[src/design/utf8_stream_decoder_core_assert.svh]
// ----------------------------------------------------------------------------
// UTF-8 stream decoder assertion macros
// Macros for concurrent checks in the decoder back end.
// ----------------------------------------------------------------------------
`ifndef UTF8_STREAM_DECODER_CORE_ASSERT_SVH
`define UTF8_STREAM_DECODER_CORE_ASSERT_SVH

// Antecedent holds in a cycle, consequent must hold in the same cycle.
`define U8DEC_ASSERT_IMPLY(label, clk, rst, ante, cons) \
  label: assert property (@(posedge clk) disable iff (rst) (ante) |-> (cons)) \
    else $error("u8dec check failed");

// Antecedent holds in a cycle, consequent must hold in the following cycle.
`define U8DEC_ASSERT_NEXT(label, clk, rst, ante, cons) \
  label: assert property (@(posedge clk) disable iff (rst) (ante) |=> (cons)) \
    else $error("u8dec check failed");

`endif

[src/design/u8dec_pkg.sv]
// ----------------------------------------------------------------------------
// UTF-8 stream decoder package
// Byte classes and the record passed from the classifier to the decoder.
// ----------------------------------------------------------------------------
`timescale 1ns / 1ps

package u8dec_pkg;

  // Class of one input byte as seen by the front end.
  typedef enum logic [2:0] {
    KIND_ASCII,
    KIND_LEAD2,
    KIND_LEAD3,
    KIND_LEAD4,
    KIND_CONT,
    KIND_INVALID
  } byte_kind_t;

  // Classified byte: its class, the payload bits that survive the prefix
  // mask, and the end-of-buffer flag.
  typedef struct packed {
    byte_kind_t  kind;
    logic [6:0]  payload;
    logic        last;
  } byte_class_t;

  localparam int unsigned CP_WIDTH  = 21;
  localparam int unsigned LEN_WIDTH = 3;

  // Classify a raw byte and strip its prefix bits.
  function automatic byte_class_t classify(input logic [7:0] b, input logic last);
    byte_class_t c;
    c.last = last;
    if (b[7] == 1'b0) begin
      c.kind    = KIND_ASCII;
      c.payload = b[6:0];
    end else if ((b & 8'hC0) == 8'h80) begin
      c.kind    = KIND_CONT;
      c.payload = {1'b0, b[5:0]};
    end else if ((b & 8'hE0) == 8'hC0) begin
      c.kind    = KIND_LEAD2;
      c.payload = {2'b0, b[4:0]};
    end else if ((b & 8'hF0) == 8'hE0) begin
      c.kind    = KIND_LEAD3;
      c.payload = {3'b0, b[3:0]};
    end else if ((b & 8'hF8) == 8'hF0) begin
      c.kind    = KIND_LEAD4;
      c.payload = {4'b0, b[2:0]};
    end else begin
      c.kind    = KIND_INVALID;
      c.payload = 7'd0;
    end
    return c;
  endfunction

endpackage

[src/design/u8dec_front.sv]
// ----------------------------------------------------------------------------
// UTF-8 decoder front end
// Accepts raw bytes, classifies them and holds one classified item for the
// queue.
// ----------------------------------------------------------------------------
`timescale 1ns / 1ps

module u8dec_front import u8dec_pkg::*; (
  input  logic        clk,
  input  logic        rst,
  input  logic        byte_valid,
  output logic        byte_stall,
  input  logic [7:0]  data_byte,
  input  logic        end_of_buffer,
  output logic        cls_valid,
  input  logic        cls_ready,
  output byte_class_t cls_item
);

  logic        held;
  byte_class_t item;
  logic        take;

  // The stage is busy only while its item cannot move on to the queue.
  assign byte_stall = held && !cls_ready;
  assign take       = byte_valid && !byte_stall;

  // Classification register.
  always_ff @(posedge clk) begin
    if (rst) begin
      held <= 1'b0;
    end else if (take) begin
      held <= 1'b1;
    end else if (cls_ready) begin
      held <= 1'b0;
    end
    if (take) begin
      item <= classify(data_byte, end_of_buffer);
    end
  end

  assign cls_valid = held;
  assign cls_item  = item;

endmodule

[src/design/u8dec_queue.sv]
// ----------------------------------------------------------------------------
// UTF-8 decoder item queue
// Small FIFO of classified items between the front end and the decoder.
// ----------------------------------------------------------------------------
`timescale 1ns / 1ps

module u8dec_queue import u8dec_pkg::*; #(
  parameter int unsigned Depth = 2
) (
  input  logic        clk,
  input  logic        rst,
  input  logic        wr_valid,
  output logic        wr_ready,
  input  byte_class_t wr_item,
  output logic        rd_valid,
  input  logic        rd_ready,
  output byte_class_t rd_item
);

  localparam int unsigned PtrWidth = (Depth > 1) ? $clog2(Depth) : 1;
  localparam int unsigned CntWidth = $clog2(Depth + 1);
  localparam logic [PtrWidth-1:0] LastPtr = PtrWidth'(Depth - 1);
  localparam logic [CntWidth-1:0] FullCnt = CntWidth'(Depth);

  byte_class_t          slots [Depth];
  logic [PtrWidth-1:0]  wr_ptr;
  logic [PtrWidth-1:0]  rd_ptr;
  logic [CntWidth-1:0]  count;
  logic                 push;
  logic                 pop;

  assign wr_ready = (count != FullCnt);
  assign rd_valid = (count != '0);
  assign push     = wr_valid && wr_ready;
  assign pop      = rd_valid && rd_ready;
  assign rd_item  = slots[rd_ptr];

  // Pointers and fill count.
  always_ff @(posedge clk) begin
    if (rst) begin
      wr_ptr <= '0;
      rd_ptr <= '0;
      count  <= '0;
    end else begin
      if (push) begin
        wr_ptr <= (wr_ptr == LastPtr) ? '0 : wr_ptr + PtrWidth'(1);
      end
      if (pop) begin
        rd_ptr <= (rd_ptr == LastPtr) ? '0 : rd_ptr + PtrWidth'(1);
      end
      if (push && !pop) begin
        count <= count + CntWidth'(1);
      end else if (pop && !push) begin
        count <= count - CntWidth'(1);
      end
    end
  end

  // Item storage.
  always_ff @(posedge clk) begin
    if (push) begin
      slots[wr_ptr] <= wr_item;
    end
  end

endmodule

[src/design/u8dec_back.sv]
// ----------------------------------------------------------------------------
// UTF-8 decoder back end
// Runs the sequence state over classified items and registers the results.
// ----------------------------------------------------------------------------
`timescale 1ns / 1ps
`include "utf8_stream_decoder_core_assert.svh"

module u8dec_back import u8dec_pkg::*; (
  input  logic                 clk,
  input  logic                 rst,
  input  logic                 cls_valid,
  output logic                 cls_ready,
  input  byte_class_t          cls_item,
  output logic                 result_valid,
  input  logic                 result_stall,
  output logic [CP_WIDTH-1:0]  code_point,
  output logic [LEN_WIDTH-1:0] seq_length,
  output logic                 decode_error
);

  logic [CP_WIDTH-1:0]  partial_value;
  logic [1:0]           bytes_remaining;
  logic [LEN_WIDTH-1:0] bytes_seen;

  logic [CP_WIDTH-1:0]  partial_value_next;
  logic [1:0]           bytes_remaining_next;
  logic [LEN_WIDTH-1:0] bytes_seen_next;
  logic                 emit;
  logic [CP_WIDTH-1:0]  emit_cp;
  logic [LEN_WIDTH-1:0] emit_len;
  logic                 emit_err;
  logic                 pop;
  logic [LEN_WIDTH-1:0] seen_inc;
  logic [CP_WIDTH-1:0]  shifted;

  // An item is taken whenever the output register is free or draining.
  assign cls_ready = !result_valid || !result_stall;
  assign pop       = cls_valid && cls_ready;
  assign seen_inc  = bytes_seen + LEN_WIDTH'(1);
  assign shifted   = {partial_value[CP_WIDTH-7:0], cls_item.payload[5:0]};

  // Sequence update for one item.
  always_comb begin
    partial_value_next   = partial_value;
    bytes_remaining_next = bytes_remaining;
    bytes_seen_next      = bytes_seen;
    emit                 = 1'b0;
    emit_cp              = '0;
    emit_len             = LEN_WIDTH'(1);
    emit_err             = 1'b0;
    if (bytes_remaining == 2'd0) begin
      case (cls_item.kind)
        KIND_ASCII: begin
          emit    = 1'b1;
          emit_cp = CP_WIDTH'(cls_item.payload);
        end
        KIND_LEAD2, KIND_LEAD3, KIND_LEAD4: begin
          if (cls_item.last) begin
            // A lead byte at the end of the buffer is a truncated sequence.
            emit     = 1'b1;
            emit_err = 1'b1;
          end else begin
            partial_value_next = CP_WIDTH'(cls_item.payload);
            bytes_seen_next    = LEN_WIDTH'(1);
            if (cls_item.kind == KIND_LEAD2) begin
              bytes_remaining_next = 2'd1;
            end else if (cls_item.kind == KIND_LEAD3) begin
              bytes_remaining_next = 2'd2;
            end else begin
              bytes_remaining_next = 2'd3;
            end
          end
        end
        default: begin
          // Stray continuation or a lead that no sequence length allows.
          emit     = 1'b1;
          emit_err = 1'b1;
        end
      endcase
    end else if (cls_item.kind != KIND_CONT) begin
      // The offending byte is consumed along with the broken sequence.
      emit                 = 1'b1;
      emit_err             = 1'b1;
      emit_len             = seen_inc;
      partial_value_next   = '0;
      bytes_remaining_next = 2'd0;
      bytes_seen_next      = '0;
    end else begin
      partial_value_next   = shifted;
      bytes_remaining_next = bytes_remaining - 2'd1;
      bytes_seen_next      = seen_inc;
      if (bytes_remaining == 2'd1) begin
        emit     = 1'b1;
        emit_cp  = shifted;
        emit_len = seen_inc;
      end else if (cls_item.last) begin
        emit     = 1'b1;
        emit_err = 1'b1;
        emit_len = seen_inc;
      end
      if (bytes_remaining == 2'd1 || cls_item.last) begin
        partial_value_next   = '0;
        bytes_remaining_next = 2'd0;
        bytes_seen_next      = '0;
      end
    end
  end

  // Sequence state and result register.
  always_ff @(posedge clk) begin
    if (rst) begin
      partial_value   <= '0;
      bytes_remaining <= 2'd0;
      bytes_seen      <= '0;
      result_valid    <= 1'b0;
    end else begin
      if (pop) begin
        partial_value   <= partial_value_next;
        bytes_remaining <= bytes_remaining_next;
        bytes_seen      <= bytes_seen_next;
      end
      if (pop && emit) begin
        result_valid <= 1'b1;
      end else if (!result_stall) begin
        result_valid <= 1'b0;
      end
    end
    if (pop && emit) begin
      code_point   <= emit_cp;
      seq_length   <= emit_len;
      decode_error <= emit_err;
    end
  end

  // A sequence in progress has seen between one and three bytes.
  `U8DEC_ASSERT_IMPLY(a_seen_range, clk, rst, bytes_remaining != 2'd0,
                      bytes_seen != '0 && bytes_seen <= LEN_WIDTH'(3))
  // Error results carry a zero code point.
  `U8DEC_ASSERT_IMPLY(a_err_zero_cp, clk, rst, result_valid && decode_error,
                      code_point == '0)
  // A completed item leaves the state idle.
  `U8DEC_ASSERT_NEXT(a_idle_after_emit, clk, rst, pop && emit,
                     bytes_remaining == 2'd0 && bytes_seen == '0)

endmodule

[src/design/utf8_stream_decoder_core.sv]
// ----------------------------------------------------------------------------
// UTF-8 stream decoder core
// Decodes a byte stream into code points with sequence length and error flag.
// ----------------------------------------------------------------------------
// The decoder takes one byte item per clock cycle, sustained, for as long as
// the result side keeps up. A byte passes through a classification register,
// a small queue of QueueDepth items and the decoder's result register before
// the result of the byte that completes or breaks its sequence is presented.
// Bytes that only extend a sequence give no result. Either side may stall at
// any time; the queue lets the front keep accepting while the result side
// is held, until the queue and the classification register are full.
`timescale 1ns / 1ps

module utf8_stream_decoder_core import u8dec_pkg::*; #(
  parameter int unsigned QueueDepth = 2
) (
  input  logic                 clk,
  input  logic                 rst,
  input  logic                 byte_valid,
  output logic                 byte_stall,
  input  logic [7:0]           data_byte,
  input  logic                 end_of_buffer,
  output logic                 result_valid,
  input  logic                 result_stall,
  output logic [CP_WIDTH-1:0]  code_point,
  output logic [LEN_WIDTH-1:0] seq_length,
  output logic                 decode_error
);

  logic        fr_valid;
  logic        fr_ready;
  byte_class_t fr_item;
  logic        q_valid;
  logic        q_ready;
  byte_class_t q_item;

  // Byte classification.
  u8dec_front u_front (
    .clk           (clk),
    .rst           (rst),
    .byte_valid    (byte_valid),
    .byte_stall    (byte_stall),
    .data_byte     (data_byte),
    .end_of_buffer (end_of_buffer),
    .cls_valid     (fr_valid),
    .cls_ready     (fr_ready),
    .cls_item      (fr_item)
  );

  // Decoupling queue.
  u8dec_queue #(
    .Depth (QueueDepth)
  ) u_queue (
    .clk      (clk),
    .rst      (rst),
    .wr_valid (fr_valid),
    .wr_ready (fr_ready),
    .wr_item  (fr_item),
    .rd_valid (q_valid),
    .rd_ready (q_ready),
    .rd_item  (q_item)
  );

  // Sequence decoding and result register.
  u8dec_back u_back (
    .clk          (clk),
    .rst          (rst),
    .cls_valid    (q_valid),
    .cls_ready    (q_ready),
    .cls_item     (q_item),
    .result_valid (result_valid),
    .result_stall (result_stall),
    .code_point   (code_point),
    .seq_length   (seq_length),
    .decode_error (decode_error)
  );

endmodule
[config.mk]
export PLATFORM = sky130hd
export DESIGN_NAME = utf8_stream_decoder_core
export DESIGN_NICKNAME = d
export VERILOG_FILES = /design/src/design/u8dec_pkg.sv /design/src/design/u8dec_front.sv /design/src/design/u8dec_queue.sv /design/src/design/u8dec_back.sv /design/src/design/utf8_stream_decoder_core.sv
export VERILOG_INCLUDE_DIRS = /design/src /design/src/design
export SDC_FILE = /design/constraint.sdc
export NUM_CORES = 1
export LEC_CHECK = 0
export ABC_AREA = 1
export CAP_MARGIN = 20
export CORE_MARGIN = 4
export CORE_UTILIZATION = 45
export DETAILED_ROUTE_END_ITERATION = 8
export DONT_BUFFER_PORTS = 1
export SLEW_MARGIN = 20
export SYNTH_ARGS = -nofsm -noshare
export SYNTH_HDL_FRONTEND = slang
export SYNTH_HIERARCHICAL = 1
export SYNTH_SLANG_ARGS = --single-unit
[constraint.sdc]
create_clock -name clk -period 6.1 [get_ports clk]
set_clock_uncertainty 0.1 [all_clocks]
set_input_delay 0.305 -clock clk [delete_from_list [all_inputs] [get_ports clk]]
set_output_delay 0.305 -clock clk [all_outputs]
set_load 0.03 [all_outputs]
# After elaboration in Yosys (flattened, before gate mapping)
# Memories as Yosys holds them, arrays and structs flattened. A register that Yosys moved wholly into a read port is not among the register bits.
# Index checks and enable logic that the tools add are counted.
# totals
register_bits	62
ram_bits	22
input_bits	13
output_inout_bits	27
memories	1
# memory_table
memory	words	width	read_ports	rd_clocked_by_memory_dff	write_ports	line	text
u_queue.slots	2	11	1	1	1	u8dec_queue.sv:25	byte_class_t slots [Depth];
# classes
n_addsub	6
eq_ne	13
n_mux	50
bitwise	1
reduce_logical	24
# ops
operator	count
2-to-1 mux 15 bit	5
2-to-1 mux 21 bit	3
2-to-1 mux 10 bit	4
2-to-1 mux 3 bit	8
2-to-1 mux 1 bit	19
2-to-1 mux 2 bit	8
2-to-1 mux 7 bit	2
logical AND 1 bit	7
== test 3 x 2 -> 1 bit, second input constant	2
logical NOT 1 bit	6
inequality test 2 bit, second input constant	3
nonzero test 2 bit	3
OR reduction 3 bit	2
== test 5 bit, second input constant	1
== test 4 bit, second input constant	1
subtractor 2 x 1 -> 2 bit, second input constant	2
adder 3 x 1 -> 3 bit, second input constant	1
== test 3 x 1 -> 1 bit, second input constant	1
== test 3 bit, second input constant	1
logical NOT 3 bit	1
inequality test 3 bit, second input constant	1
AND reduction 3 bit	1
adder 1 bit, second input constant	2
adder 2 x 1 -> 2 bit, second input constant	1
8 further kinds	9

# Depth between registers and ports, before layout
# logic_depth
word_depth	6
ltp_mapped	11
mapped_depth_nobuf	11

# Modules after synthesis
# Netlist, hierarchy kept.
# modules_own_cells
module	instances	cells_per_inst	area_per_inst_um2	seq_area_each_um2
u8dec_back	1	267	2157.1	1171.1
u8dec_queue	1	71	1081.0	760.7
u8dec_front	1	41	479.2	350.3

# Worst setup path after synthesis
# Ideal clock, no wire load.
# synth_timing
kind	reg2reg
startpoint	register (tool-made name)
endpoint	register u_back.code_point[0] (enable)
arrival_time_ns	1.687
required_ns	5.620
path_slack_ns	3.933
stages_incl_launch_ff	7
path_buffers	2
period_less_slack_ns	2.167
path_cell_list	dfxtp_1 > buf_6 > mux2_4 > nand4_1 > buf_4 > nand2_1 > inv_1
# synth_lines
element	line	text
end signal: assignment	u8dec_back.sv:129	code_point <= emit_cp;
end: declaration	u8dec_back.sv:16	output logic [CP_WIDTH-1:0] code_point,

# Worst setup path in the final report
# layout_timing
startpoint	register u_back.bytes_remaining[0]
endpoint	register u_back.code_point[0] (enable)
# layout_via
elab_chain_len	5
# layout_lines
element	line	text
start: declaration	u8dec_back.sv:22	logic [1:0] bytes_remaining;
start signal: assignment	u8dec_back.sv:119	bytes_remaining <= bytes_remaining_next;
== test 2 x 1 -> 1 bit	u8dec_back.sv:92	if (bytes_remaining == 2'd1) begin
2-to-1 mux 1 bit	u8dec_back.sv:92	
2-to-1 mux 1 bit	u8dec_back.sv:80	end else if (cls_item.kind != KIND_CONT) begin
2-to-1 mux 1 bit *	u8dec_back.sv:51	if (bytes_remaining == 2'd0) begin
logical AND 1 bit *	u8dec_back.sv:128	if (pop && emit) begin
# Mark *: on every way between the ends. The rest lies on a longest branch, timed or not.
# A chain may end at the register's enable or synchronous reset.

==> summary.md <==
| Metric | Value |
|---|---|
| Outcome | `finished clean` |
| WP data arrival | `approximately 2.9 ns` |
| # rows | `32` |
| Commonest cells post-synth | `84 x nor2_1, 78 x nand2_1, 58 x edfxtp_1, 48 x inv_1, 27 x dfxtp_1` |
| NetSw | `around 0.00073 W` |
| Tmin final | `~3.0 ns` |
| Mux cell area share after synthesis | `under 10%` |
| Routed vias | `roughly 2300` |
| Power per cell area | `roughly 490 mW/mm^2` |
| Routed WL | `roughly 5600 um` |
| Synth Area in XOR/XNOR | `less than 1%` |
| Largest family of logic cells by synthesized area | `simple AND/OR/NAND/NOR gates` |
| Least-Margin Pin Slew | `0.908 ns` |
| CTS max path bufs | `2` |
| Antenna violations before repair | `0` |
| GP Congestion | `slightly below 0.8` |
| Max VDD drop | `0.000185 V` |
| Sink Count | `85` |
| Cells on worst reg2reg path | `6` |
| FF-to-FF Start | `u_back/bytes_remaining[0]` |
| Startpoint types | `register` |
| Clock Power Share | `a little over a fifth` |
| Count leader, synth | `nor2_1` |
| CP max FO | `25` |
| Post-DR wirelength/cell | `11.4 um` |
| Sw Ratio | `37.5%` |
| Die X | `98.9 um` |
| Yosys warning count | `6` |
| Pre-CTS WS | `3.02 ns` |
| Num CTS Buffers | `9` |
| CTS resizes | `0` |
| Power Internal | `~0.0012 W` |
| Distinct cells, synth | `28` |
| Simple-Gate Fraction of Synth Area | `between 20% and 30%` |
| Pre-antenna DRT Iters | `4` |
| HPWL after DPL | `around 3800 um` |
| Adder-cell share of the synthesized area | `under 10%` |
| Crit. Startpoint | `u_back/bytes_remaining[0]` |
| Setup ws final | `slightly above 3 ns` |
| CORE AREA | `between 0.007 and 0.008 mm^2` |
| Post-synth EDFFs | `between 50 and 60` |
| Share of layout cells above drive strength 1 | `10.4%` |
| Crit Path Class | `reg -> reg` |
| Hold Startpoint | `byte_valid` |
| Hold Worst Slack | `roughly 0.032 ns` |
| Initial drt markers | `120` |
| Post-Place Cell Area | `between 0.003 and 0.004 mm^2` |
| Vias/cell | `between 4 and 5` |
| Synth area leader | `edfxtp_1` |
| Pins over their slew limit | `0` |
| Mapped Area | `0.00372 mm^2` |
| GRT overflow | `0` |
| Ports | `40` |
| Synth top area share | `46.9%` |
| Ys flop type | `edfxtp_1` |
| TNS Setup | `0 ns` |
| Combinational power share | `between 20% and 30%` |
| Post-Synthesis Mean Instance Area | `9.81 um^2` |
| Die height | `roughly 99 um` |
| Peak Freq | `~0.33 GHz` |
| Die area | `between 0.009 and 0.01 mm^2` |
| Tcrit/Tclk final | `~49%` |
| Ys async rst share | `0%` |
| Clock root buffer | `clkbuf_8` |
| Initial core utilization | `between 40% and 50%` |
| Hold Path Class | `in -> reg` |
| Final Instance Area | `about 0.0040 mm^2` |
| Routed Antenna Nets | `0` |
| Ant. Diodes | `0` |
| Mapped Nets | `396` |
| Slew margin rel. | `about two fifths` |
| CTS clk-pin slew, worst paths | `approximately 0.080 ns` |
| Complex-gate fraction of the synthesized area | `a little under 3%` |
| Final setup fails | `0` |
| Latest clock arrival within the worst-skew pair | `around 0.33 ns` |
| Maximum capacitance violations | `0` |
| # DRC | `0` |
| Hold path depth | `2` |
| Reg power frac | `a little over half` |
| CTS tree | `done` |
| Final Hold Fails | `0` |
| Area contributors post-synth | `edfxtp_1 47%, dfxtp_1 15%, nor2_1 8.5%` |
| First-pass GRT wire length | `between 9000 and 10000 um` |
| Syn-to-layout area delta | `7.24%` |
| Worst EP required | `5.96 ns` |
| CTS H-Tree Depth | `3` |
| Unrepaired setup endpoints after global routing | `no` |
| Worst setup EP type | `register` |
| Nets | `around 400` |
| Register bit count reported by yosys | `85` |
| Total track usage | `between 10% and 20%` |
| Pin count of the biggest net entering global routing | `38` |
| Leakage | `1.65 nW` |
| Register area share after synthesis | `between 60% and 70%` |
| Post-synthesis cell count | `roughly 380` |
| Number of port buffers | `0` |
| Number of global-route vias before repair | `~2200` |
## power groups by stage
stage                     combinational [W]  sequential [W]  clock (W)
after global placement             0.000460         0.00108          0
after detailed placement           0.000472         0.00108          0
final                              0.000469         0.00106   0.000408
after floorplan                    0.000432         0.00105          0
after global routing               0.000548         0.00108   0.000450
after CTS                          0.000475         0.00107   0.000426
## critical path, stage by stage (launching register included)
cell	delay, ns
dfxtp_1	0.32
inv_1	0.09
ha_1	0.46
inv_1	0.33
nand4_1	0.50
nand2_1	0.14
inv_1	0.68
## path summary, 6_finish.rpt
check                              end  slack, ns
hold / removal       u_front/cls_valid       0.03
setup reg to reg  u_back/code_point[0]       3.09
setup / recovery  u_back/code_point[0]       3.09
hold reg to reg   u_queue/slots[0][10]       0.35
## repair_timing
| item | in CTS | in global routing |
|---|---|---|
| hold buffers | 2 | 0 |
| setup buffers | 0 | 0 |
| hold endpoints to repair | 3 | 0 |
## kinds of logic after synthesis
logic type | count (synthesis)
AO/OA/AOI/OAI | 21
XOR/XNOR | 1
adder cells (fa/ha/maj) | 4
buffers and inverters | 62
flip-flops | 85
multiplexers | 11
AND/OR/NAND/NOR | 195
## registers in the layout, indices dropped and copies added (netlist names), 2 cells and up, named ones only
register,cells
u_back/partial_value,15
u_back/bytes_seen,3
u_front/cls_item,11
u_queue/count,2
u_back/code_point,21
u_back/seq_length,3
u_queue/slots,22
u_back/bytes_remaining,2
## cells in the final DEF (no fill, tap or decap), types with 2 or more instances in the layout
cell and n:
nand2_2 6, and2_1 2, clkbuf_1 2, clkinv_2 2, nor2_2 2, dlygate4sd3_1 2, nor2_1 84, ha_1 4
o21ai_0 12, clkbuf_8 9, inv_2 2, a21oi_1 7, nand4_1 2, mux2_4 10, nor2_4 2, nand2_1 78
dfxtp_1 27, bufinv_16 2, nand3_1 16, edfxtp_1 58, inv_1 48
## metrics by stage
stage | util, % | std cells | total power, W
detailed placement | 47.7 | 470 | 0.00156
global route | 50.5 | 488 | 0.00208
global placement | 47.7 | 470 | 0.00154
CTS | 50.5 | 488 | 0.00197
finish | 50.5 | 488 | 0.00194
floorplan | - | 379 | 0.00148
## metal layers
layer	wire length, um	track usage, %	up-vias
li1	-	-	1204
met1	2560	15.2	1012
met2	2730	20.4	49
met3	205	3.75	7
met4	68	3.89	0
met5	0	0	-
## layout make-up
cell class	count	area [um^2]
Tap cell	102	128
Clock inverter	5	76.3
Fill cell	726	3900
Multi-Input combinational cell	232	1160
Clock buffer	11	131
Timing Repair Buffer	2	20.0
Inverter	51	193
Sequential cell	85	2280
No activity file was read; power rests on OpenSTA's default activity.
